## config.mk

```make
export PLATFORM = sky130hd
export DESIGN_NAME = adpcm_sample_decoder
export DESIGN_NICKNAME = d
export VERILOG_FILES = /design/src/rtl/core/adpcm_pkg.sv /design/src/rtl/core/adpcm_predictor.sv /design/src/rtl/core/adpcm_sample_decoder.sv
export SDC_FILE = /design/constraint.sdc
export NUM_CORES = 1
export LEC_CHECK = 0
export CAP_MARGIN = 20
export CELL_PAD_IN_SITES_DETAIL_PLACEMENT = 1
export CELL_PAD_IN_SITES_GLOBAL_PLACEMENT = 1
export CORE_ASPECT_RATIO = 2
export CORE_UTILIZATION = 39
export CTS_CLUSTER_DIAMETER = 200
export DETAILED_ROUTE_END_ITERATION = 10
export DONT_BUFFER_PORTS = 1
export GPL_TIMING_DRIVEN = 0
export PLACE_DENSITY = 0.75
export SLEW_MARGIN = 20
export SYNTH_ARGS = -nofsm -noshare
export SYNTH_HDL_FRONTEND = slang
export SYNTH_HIERARCHICAL = 1
export SYNTH_SLANG_ARGS = --single-unit
```

## constraint.sdc

```tcl
create_clock -name clk_i -period 30.5 [get_ports clk_i]
set_clock_uncertainty 0.1 [all_clocks]
set_input_delay 6.1 -clock clk_i [delete_from_list [all_inputs] [get_ports clk_i]]
set_output_delay 6.1 -clock clk_i [all_outputs]
set_load 0.01 [all_outputs]
```

## src/rtl/core/adpcm_pkg.sv

```systemverilog
// Package for the 3-bit ADPCM sample decoder.
// Holds the predictor operand struct and the coefficient pair tables.
// No dependencies.
package adpcm_pkg;

  localparam int unsigned TapW  = 32;
  localparam int unsigned CoefW = 18;

  // Operands handed from the channel state to the predictor datapath.
  typedef struct packed {
    logic signed [TapW-1:0] tap_recent;
    logic signed [TapW-1:0] tap_older;
    logic [1:0]             filter_sel;
    logic [3:0]             shift;
    logic signed [2:0]      residual;
  } pred_in_t;

  localparam logic signed [CoefW-1:0] CoefZero    = 18'sh00000;
  localparam logic signed [CoefW-1:0] CoefRecent1 = 18'sh0F000;
  localparam logic signed [CoefW-1:0] CoefRecent2 = 18'sh1E800;
  localparam logic signed [CoefW-1:0] CoefRecent3 = 18'sh1CC00;
  localparam logic signed [CoefW-1:0] CoefOlder2  = -18'sh0F000;
  localparam logic signed [CoefW-1:0] CoefOlder3  = -18'sh0D000;

  // Weight applied to the most recent tap.
  function automatic logic signed [CoefW-1:0] coef_recent(input logic [1:0] sel);
    logic signed [CoefW-1:0] c;
    case (sel)
      2'd1:    c = CoefRecent1;
      2'd2:    c = CoefRecent2;
      2'd3:    c = CoefRecent3;
      default: c = CoefZero;
    endcase
    return c;
  endfunction

  // Weight applied to the older tap.
  function automatic logic signed [CoefW-1:0] coef_older(input logic [1:0] sel);
    logic signed [CoefW-1:0] c;
    case (sel)
      2'd2:    c = CoefOlder2;
      2'd3:    c = CoefOlder3;
      default: c = CoefZero;
    endcase
    return c;
  endfunction

endpackage

```

## src/rtl/core/adpcm_predictor.sv

```systemverilog
// Predictor datapath of the ADPCM decoder: forms the new tap from two taps,
// a coefficient pair, a shift and a residual. Depends on adpcm_pkg.
module adpcm_predictor
  import adpcm_pkg::*;
(
  input  pred_in_t               pred_i,
  output logic signed [TapW-1:0] tap_o
);

  logic signed [TapW+CoefW-1:0] prod_recent;
  logic signed [TapW+CoefW-1:0] prod_older;
  logic signed [TapW-1:0]       pred_sum;
  logic signed [TapW-1:0]       pred_shr;
  logic signed [TapW-1:0]       res_ext;
  logic signed [TapW-1:0]       res_shl;

  assign prod_recent = pred_i.tap_recent * coef_recent(pred_i.filter_sel);
  assign prod_older  = pred_i.tap_older * coef_older(pred_i.filter_sel);

  // Products and their sum wrap at the tap width.
  assign pred_sum = prod_recent[TapW-1:0] + prod_older[TapW-1:0];
  assign pred_shr = pred_sum >>> 16;

  assign res_ext = TapW'(pred_i.residual);
  assign res_shl = res_ext << pred_i.shift;

  assign tap_o = pred_shr + res_shl;

endmodule

```

## src/rtl/core/adpcm_sample_decoder.sv

```systemverilog
// Top level of the 3-bit ADPCM sample decoder: input register, channel state,
// predictor and saturating output register. Depends on adpcm_pkg, adpcm_predictor.
// An input item moves from the input register into the result register, whose
// sample shows on the master side. Throughput: one sample per cycle unless the
// master side stalls; tap feedback through the predictor closes combinationally.
// Reset (rst_ni low, asynchronous) empties both registers and clears taps,
// accumulator, group counter, shift and coefficient selection.
module adpcm_sample_decoder
  import adpcm_pkg::*;
(
  input  logic        clk_i,
  input  logic        rst_ni,
  input  logic        s_axis_tvalid,
  output logic        s_axis_tready,
  // tdata: seed[7:0], header[13:8], residual[16:14], zero fill [23:17]
  input  logic [23:0] s_axis_tdata,
  // tuser: start_req[0]
  input  logic        s_axis_tuser,
  output logic        m_axis_tvalid,
  input  logic        m_axis_tready,
  // tdata: sample[15:0]
  output logic [15:0] m_axis_tdata
);

  localparam logic signed [TapW-1:0] SatMax = 32'sd32767;
  localparam logic signed [TapW-1:0] SatMin = -32'sd32768;

  // One captured input item.
  typedef struct packed {
    logic              start;
    logic [7:0]        seed;
    logic [5:0]        header;
    logic signed [2:0] residual;
  } in_item_t;

  in_item_t               in_q;
  logic                   in_valid_q;
  logic                   out_valid_q;
  logic [15:0]            sample_q, sample_d;

  logic signed [TapW-1:0] tap_recent_q, tap_recent_d;
  logic signed [TapW-1:0] tap_older_q, tap_older_d;
  logic signed [TapW-1:0] acc_q, acc_d;
  logic [1:0]             group_q, group_d;
  logic [3:0]             shift_q, shift_d;
  logic [1:0]             fsel_q, fsel_d;

  logic                   advance;
  logic                   in_xfer;
  logic [1:0]             group_eff;
  logic signed [TapW-1:0] acc_base;
  logic signed [15:0]     seed_val;
  pred_in_t               pred;
  logic signed [TapW-1:0] tap_new;

  // The held item moves into the result register whenever that register is
  // empty or its sample is being taken in this cycle.
  assign advance       = in_valid_q && (!out_valid_q || m_axis_tready);
  assign s_axis_tready = !in_valid_q || advance;
  assign in_xfer       = s_axis_tvalid && s_axis_tready;

  always_ff @(posedge clk_i or negedge rst_ni) begin
    if (!rst_ni) begin
      in_valid_q <= 1'b0;
    end else if (s_axis_tready) begin
      in_valid_q <= s_axis_tvalid;
    end
  end

  always_ff @(posedge clk_i) begin
    if (in_xfer) begin
      in_q.start    <= s_axis_tuser;
      in_q.seed     <= s_axis_tdata[7:0];
      in_q.header   <= s_axis_tdata[13:8];
      in_q.residual <= s_axis_tdata[16:14];
    end
  end

  // A start item reseeds the channel before its own residual is decoded:
  // taps cleared, group counter back to "header due".
  assign seed_val  = {in_q.seed, 8'h00};
  assign acc_base  = in_q.start ? TapW'(seed_val) : acc_q;
  assign group_eff = in_q.start ? 2'd0 : group_q;

  always_comb begin
    shift_d = shift_q;
    fsel_d  = fsel_q;
    if (group_eff == 2'd0) begin
      shift_d = in_q.header[3:0];
      fsel_d  = in_q.header[5:4];
    end
  end

  assign group_d = group_eff - 2'd1;

  assign pred.tap_recent = in_q.start ? '0 : tap_recent_q;
  assign pred.tap_older  = in_q.start ? '0 : tap_older_q;
  assign pred.filter_sel = fsel_d;
  assign pred.shift      = shift_d;
  assign pred.residual   = in_q.residual;

  adpcm_predictor u_predictor (
    .pred_i (pred),
    .tap_o  (tap_new)
  );

  assign tap_older_d  = pred.tap_recent;
  assign tap_recent_d = tap_new;
  assign acc_d        = acc_base + tap_new;

  // Only the output saturates; the accumulator keeps its wrapped value.
  always_comb begin
    if (acc_d > SatMax) begin
      sample_d = SatMax[15:0];
    end else if (acc_d < SatMin) begin
      sample_d = SatMin[15:0];
    end else begin
      sample_d = acc_d[15:0];
    end
  end

  always_ff @(posedge clk_i or negedge rst_ni) begin
    if (!rst_ni) begin
      tap_recent_q <= '0;
      tap_older_q  <= '0;
      acc_q        <= '0;
      group_q      <= '0;
      shift_q      <= '0;
      fsel_q       <= '0;
    end else if (advance) begin
      tap_recent_q <= tap_recent_d;
      tap_older_q  <= tap_older_d;
      acc_q        <= acc_d;
      group_q      <= group_d;
      shift_q      <= shift_d;
      fsel_q       <= fsel_d;
    end
  end

  always_ff @(posedge clk_i or negedge rst_ni) begin
    if (!rst_ni) begin
      out_valid_q <= 1'b0;
    end else if (advance) begin
      out_valid_q <= 1'b1;
    end else if (m_axis_tready) begin
      out_valid_q <= 1'b0;
    end
  end

  always_ff @(posedge clk_i) begin
    if (advance) begin
      sample_q <= sample_d;
    end
  end

  assign m_axis_tvalid = out_valid_q;
  assign m_axis_tdata  = sample_q;

  // A full input register facing a stalled output must refuse new transfers.
  assert property (@(posedge clk_i) disable iff (!rst_ni)
    in_valid_q && out_valid_q && !m_axis_tready |-> !s_axis_tready)
    else $error("input accepted while pipeline is blocked");

  // Every item that advances shows up as a valid sample in the next cycle.
  assert property (@(posedge clk_i) disable iff (!rst_ni)
    advance |=> m_axis_tvalid)
    else $error("advanced item produced no sample");

  // A start item restarts the group of four and leaves a cleared older tap.
  assert property (@(posedge clk_i) disable iff (!rst_ni)
    advance && in_q.start |=> group_q == 2'd3 && tap_older_q == '0)
    else $error("start item did not reset group counter or taps");

endmodule

```

[Yosys cells after proc, flatten, opt, wreduce, memory -nomap -nowiden]
Index checks and enable logic that the tools add are counted.
Widths: inputs -> output; s select.
Storage, ports and cells
  word-level logic and storage cells: 44
  register bits after elaboration: 140
  output and inout bits: 18
Operators by class
  add/sub/neg operators: 4
  shift-type cells: 1
  magnitude comparators: 2
  multiplexer cells: 11
  reduce and logical (&&, ||, !) cells: 8
  multiply operators: 2
  eq/ne operators: 3
Operators with widths (number)
  $mux 32: 3
  $add 32x32->32: 2
  $mul 32x18->32: 2
  $pmux 17 s3: 1
  $pmux 18 s2: 1
  $add 16x32->32: 1
  $gt 32x16->1 const B: 1
  $lt 32x16->1 const B: 1
  $shl 32x4->32: 1
  $mux 16: 1
  $eq 2x2->1 const B: 2
  $mux 2: 2
  $mux 4: 1
  $eq 2x1->1 const B: 1
  $logic_and 1x1->1: 2
  $logic_not 1->1: 2
  $logic_not 2->1: 1
  $logic_or 1x1->1: 2
  $mux 1: 2
  $reduce_bool 2->1: 1
  $sub 2x1->2 const B: 1

[Logic depth before layout (Yosys ltp)]
Gate-level depths: netlist of the first run.
  depth after elaboration: 11
  mapped depth: 54

[Modules after synthesis]
Netlist of the first run, hierarchy kept.
Modules (own cells, without submodules)
  adpcm_predictor: times used 1, cells an instance 928, area each 8463.1 um2
  adpcm_sample_decoder: times used 1, cells an instance 730, area each 7679.9 um2

[Worst setup path after synthesis of the first run]
Ideal clock, no wire load.
  kind: reg2reg
  from: register in_q[17] in the netlist's numbering
  to: register sample_q[10] (netlist: m_axis_tdata[10]), data pin
  path buffers: 7
  path slack: 17960 ps
  period minus slack after synthesis: 12540 ps
  library setup time: 270 ps
  stages on the path, launching flop included: 52
  data arrival time: 12170 ps
  cell sequence: edfxtp_1 clkbuf_1 clkbuf_1 clkbuf_1 nand2b_1 ha_1 clkbuf_1 mux2_2 ha_1 nor2_1 clkbuf_1 nor2b_1 ha_1 inv_1 fa_1 inv_1 fa_1 ha_1 (+16 left out) o21bai_1 a21o_1 a21oi_1 nor2_1 o41ai_1 ha_1 buf_2 o21ai_0 o21bai_1 nor2_1 and3_1 or3_1 o41a_1 xnor2_1 nor2_1 a41o_1 clkbuf_1 o21ai_1
Between the ends
  word-level cells in the longest chain between the ends: 11
Ends and longest elaborated chain
  from (decl): line adpcm_sample_decoder.sv:36  | in_item_t in_q;
  $mux 2 (*): line adpcm_sample_decoder.sv:83  | assign group_eff = in_q.start ? 2'd0 : group_q;
  $logic_not 2->1 (*): line adpcm_sample_decoder.sv:88  | if (group_eff == 2'd0) begin
  $mux 2 (*): line adpcm_sample_decoder.sv:88
  named net fsel_d[0]: line adpcm_sample_decoder.sv:46  | logic [1:0] fsel_q, fsel_d;
  $eq 2x2->1 / $eq 2x1->1 (equally long branches): line adpcm_pkg.sv:28, adpcm_pkg.sv:40
  $pmux 17 s3 / $pmux 18 s2 (equally long branches): line adpcm_pkg.sv:28, adpcm_pkg.sv:40
  $mul 32x18->32 (on tied branches): line adpcm_predictor.sv:17, adpcm_predictor.sv:18
  $add 32x32->32 (*): line adpcm_predictor.sv:21  | assign pred_sum = prod_recent[TapW-1:0] + prod_older[TapW-1:0];
  $add 16x32->32 (*): line adpcm_predictor.sv:27  | assign tap_o = pred_shr + res_shl;
  named net tap_new[20]: line adpcm_sample_decoder.sv:54  | logic signed [TapW-1:0] tap_new;
  $add 32x32->32 (*): line adpcm_sample_decoder.sv:109  | assign acc_d = acc_base + tap_new;
  $lt 32x16->1: line adpcm_sample_decoder.sv:115  | end else if (acc_d < SatMin) begin
  $mux 16: line adpcm_sample_decoder.sv:115
  to (signal assigned): line adpcm_sample_decoder.sv:152  | sample_q <= sample_d;
  to (decl): line adpcm_sample_decoder.sv:39  | logic [15:0] sample_q, sample_d;
Mark *: on every way through the listed nets, which the timed path passes. The rest lies on a longest branch.
A chain may end at the register's enable or synchronous reset.

[Final worst setup path of the first run]
Ends and elaborated chain as after synthesis.

==> results of run 1 <==
## layer usage
layer / GRT usage [%] / routed length, um / vias to the layer above
li1: - / - / 5380
met1: 21.4 / 14800 / 5958
met2: 52.8 / 28700 / 228
met3: 2.22 / 843 / 172
met4: 23.0 / 4790 / 0
met5: 0 / 0 / -
## path summary, 6_finish.rpt
check / cells after the start / end
min reg2reg: 2 / acc_q[2]$_DFFE_PN0P_
min in group asynchronous: 0 / acc_q[21]$_DFFE_PN0P_
max: 49 / m_axis_tdata[10]$_SDFFCE_PN1P_
max reg2reg: 49 / m_axis_tdata[10]$_SDFFCE_PN1P_
min: 2 / acc_q[2]$_DFFE_PN0P_
max in group asynchronous: 0 / m_axis_tvalid$_DFFE_PN0P_
## critical path, delay by kind of cell (launching register included)
| family | cells | cell delay, ns |
|---|---|---|
| buf+inv | 12 | 4.42 |
| fa+ha+maj | 13 | 5.38 |
| mux | 1 | 0.45 |
| compound gates | 12 | 3.74 |
| flops | 1 | 0.33 |
| xor+xnor | 2 | 1.02 |
| simple gates | 9 | 2.05 |
## area by class of cell
cell class,instances,area [um2]
diodes,1,2.50
multi-input cells,1210,11100
fillers,4478,22100
flip-flops and latches,118,3120
clock inverters,11,114
well taps,520,651
plain buffers,63,249
clock buffers,21,483
inverters,201,754
## stage by stage
stage,instances,instance area [um2],util (%)
global route,2145,16500,42.7
detailed placement,2112,15900,41.1
global placement,2112,15900,41.1
floorplan,1592,15200,-
finish,2145,16500,42.7
CTS,2144,16500,42.7
## flip-flops by register name (all words and copies together) (netlist names)
name	count
m_axis_tdata	16
in_valid_q	1
m_axis_tvalid	1
tap_recent_q	22
in_q	18
shift_q	4
tap_older_q	20
fsel_q	2
group_q	2
acc_q	32
==> impl_metrics.env, run 1 <==
export IMPL_tns_ns=0
export IMPL_drv_cap=0
export IMPL_arrival_ns=17.90
export IMPL_cp_end_kind="flop"
export IMPL_rsz0062_at_grt="false"
export IMPL_setup_slack_ns=12.64
export IMPL_grt_pass1_vias=13700
export IMPL_routabilityCongestion=0.950
export IMPL_syn_area_per_cell_um2=9.55
export IMPL_cts_max_level=4
export IMPL_crit_path_start_kind="flop"
export IMPL_finalHoldViolCount=0
export IMPL_cts_setup_buffers=0
export IMPL_wl_per_cell_um=22.9
export IMPL_dp_worst_setup_slack_ns=12.98
export IMPL_startpoint="in_q[17]$_DFFE_PP_"
export IMPL_syn_instance_count=1592
export IMPL_die_height_um=281
export IMPL_start_util_pct=39.5
export IMPL_vias=11700
export IMPL_antenna_found_initial=1
export IMPL_finalCritPeriodShare_pct=58.6
export IMPL_fin_nets=2001
export IMPL_hold_worst_slack_ns=0.378
export IMPL_ios=47
export IMPL_layout_common_cells="ha_1 (219), inv_1 (200), fa_1 (142)"
export IMPL_firstDrtPassIters=4
export IMPL_synthesis_area_um2=15200
export IMPL_drive_above_1_share_pct=7.51
export IMPL_holdCritStartpoint="acc_q[2]$_DFFE_PN0P_"
export IMPL_outcome="finished, final reports clean"
export IMPL_setup_violations_final=0
export IMPL_grt_overflow_total=0
export IMPL_crit_type="reg2reg"
export IMPL_crit_slowest_cell="o311ai_1"
export IMPL_slew_headroom_pct=27.1
export IMPL_cts_root_buffer="clkbuf_16"
export IMPL_cts_tree="done"
export IMPL_fmax_mhz=56.0
export IMPL_hpwl_um=42300
export IMPL_cts_buffer_depth=2
export IMPL_worst_pin_slew_ns=1.08
export IMPL_min_path_type="reg2reg"
export IMPL_grt_max_degree=85
export IMPL_dieArea_um2=39800
export IMPL_wirelength_um=49000
export IMPL_coreArea_um2=38500
export IMPL_clock_sinks=118
export IMPL_r2r_slack_ns=12.64
export IMPL_layout_commonest_cell="ha_1"
export IMPL_slowest_delay_ns=0.79
export IMPL_drc=0
export IMPL_rows=102
export IMPL_cts_buffers=17
export IMPL_port_buffers=0
export IMPL_clk_pin_slew_ns=0.07
export IMPL_slew_viol_final=0
export IMPL_ant_nets=0
export IMPL_insertion_delay_ns=0.44
export IMPL_grt_pass1_wl_um=75500
export IMPL_area_growth_syn_to_layout_pct=8.23
export IMPL_syn_num_nets=1982
export IMPL_crit_fanout=10
export IMPL_yosys_warnings=6
export IMPL_die_w_um=142
export IMPL_r2r_start="in_q[17]$_DFFE_PP_"
export IMPL_drtIter0Drc=346
export IMPL_layout_min_cycle_time_ns=17.86
export IMPL_cp_data_required_time_ns=30.54
export IMPL_ctsHoldBuffers=0
export IMPL_viasPerCell=5.47
export IMPL_postCtsResizedCells=0
export IMPL_grt_use_total_pct=26.0
Power of run 1 is not shown: default switching activity piles up to over one toggle a cycle in this logic, so the estimate is an artifact.
==> inputs of run 2 (changes only) <==
- clock period: 30.5 -> 18.02 ns (I/O delays scaled with it)
==> impl_metrics.env, run 2 (synthesized netlist as in run 1, its figures left out) <==
export IMPL_viasPerCell=5.48
export IMPL_stdcell_count=2146
export IMPL_start_util_pct=39.5
export IMPL_cp_top_family="adder cells"
export IMPL_crit_type="reg2reg"
export IMPL_crit_buf_inv=12
export IMPL_reg2regPathDepth=49
export IMPL_drv_cap=0
export IMPL_arrival_ns=17.56
export IMPL_grt_use_total_pct=26.0
export IMPL_crit_fanout=10
export IMPL_rows=102
export IMPL_routabilityCongestion=0.950
export IMPL_cts_setup_buffers=0
export IMPL_ios=47
export IMPL_largest_register="acc_q"
export IMPL_ant_nets=0
export IMPL_setup_violations_final=0
export IMPL_cts_tree="done"
export IMPL_finalCritPeriodShare_pct=97.2
export IMPL_slowest_delay_ns=0.67
export IMPL_rsz0062_at_grt="false"
export IMPL_placedCellCount=2112
export IMPL_layout_commonest_cell="ha_1"
export IMPL_tns_ns=0
export IMPL_layout_common_cells="ha_1 (219), inv_1 (200), fa_1 (142)"
export IMPL_drive_above_1_share_pct=7.57
export IMPL_largest_reg_flops=32
export IMPL_wirelength_um=49000
export IMPL_drc=0
export IMPL_crit_path_start_kind="flop"
export IMPL_cp_end_kind="flop"
export IMPL_grt_max_degree=85
export IMPL_wl_per_cell_um=22.8
export IMPL_layout_min_cycle_time_ns=17.52
export IMPL_finalHoldViolCount=0
export IMPL_firstDrtPassIters=4
export IMPL_crit_slowest_cell="clkbuf_1"
export IMPL_drtIter0Drc=348
export IMPL_outcome="finished, final reports clean"
export IMPL_fmax_mhz=57.1
export IMPL_grt_pass1_wl_um=75500
export IMPL_clk_pin_slew_ns=0.06
export IMPL_insertion_delay_ns=0.44
export IMPL_area_growth_syn_to_layout_pct=8.29
export IMPL_die_height_um=281
export IMPL_slew_headroom_pct=26.9
export IMPL_slew_viol_final=0
export IMPL_clock_sinks=118
export IMPL_dieArea_um2=39800
export IMPL_fin_nets=2001
export IMPL_cts_buffers=17
export IMPL_cts_root_buffer="clkbuf_16"
export IMPL_path_depth=49
export IMPL_hpwl_um=42300
export IMPL_die_w_um=142
export IMPL_antenna_found_initial=1
export IMPL_whs_path_depth=2
export IMPL_min_path_type="reg2reg"
export IMPL_post_route_util_pct=42.7
export IMPL_vias=11800
export IMPL_cp_data_required_time_ns=18.06
export IMPL_worst_pin_slew_ns=1.08
export IMPL_cts_buffer_depth=2
export IMPL_coreArea_um2=38500
export IMPL_biggestRegsByFlops="acc_q (32), tap_recent_q (22), tap_older_q (20)"
export IMPL_grt_pass1_vias=13700
export IMPL_cts_max_level=4
export IMPL_grt_overflow_total=0
export IMPL_port_buffers=0
[run 2: changes by cell type in the layout (fill, tap and decap cells not counted), sizes merged]
cell	change
diode	+1
[run 2: cell type report]
| cell class | instances | area (um2) |
|---|---|---|
| Fill cell | 4477 | 22100 |
| Multi-Input combinational cell | 1210 | 11100 |
| Sequential cell | 118 | 3120 |
| Inverter | 201 | 754 |
| Tap cell | 520 | 651 |
| Clock buffer | 21 | 483 |
| Buffer | 63 | 249 |
| Clock inverter | 11 | 114 |
| Antenna cell | 2 | 5.00 |
[run 2: timing repair]
item | in CTS | in global routing
gates resized for setup | 0 | 1
hold buffers | 0 | 0
endpoints found under the setup margin | 0 | 10
[run 2: worst paths after layout]
kind / startpoint / endpoint / slack [ns]
min in group asynchronous: rst_ni / acc_q[21]$_DFFE_PN0P_ / 2.76
hold / removal: acc_q[2]$_DFFE_PN0P_ / acc_q[2]$_DFFE_PN0P_ / 0.38
hold reg to reg: acc_q[2]$_DFFE_PN0P_ / acc_q[2]$_DFFE_PN0P_ / 0.38
setup reg to reg: in_q[17]$_DFFE_PP_ / m_axis_tdata[10]$_SDFFCE_PN1P_ / 0.50
setup / recovery: in_q[17]$_DFFE_PP_ / m_axis_tdata[10]$_SDFFCE_PN1P_ / 0.50
max in group asynchronous: rst_ni / m_axis_tvalid$_DFFE_PN0P_ / 14.87
[run 2: per-layer routing]
layer	global-route usage (%)	vias to the layer above	share of wire [%]
li1	-	5382	-
met5	0	-	0
met4	23.0	0	9.8
met2	52.8	235	58
met3	2.22	172	1.7
met1	21.4	5965	30
[run 2: worst min-delay path: cells and delay by family (launching register included)]
kind             cells  cell delay, ns
AND/OR/NAND/NOR      1            0.04
AO/OA/AOI/OAI        1            0.06
flip-flops           1            0.34
[run 2: through the flow]
stage	instance area, um2	worst slack [ns]	hold WS [ns]
floorplan	15200	5.50	0.342
global placement	15900	0.688	0.355
detailed placement	15900	0.499	0.363
CTS	16500	0.409	0.378
global route	16500	0.0318	0.417
finish	16500	0.502	0.378
Power of run 2 is left out for the same reason.
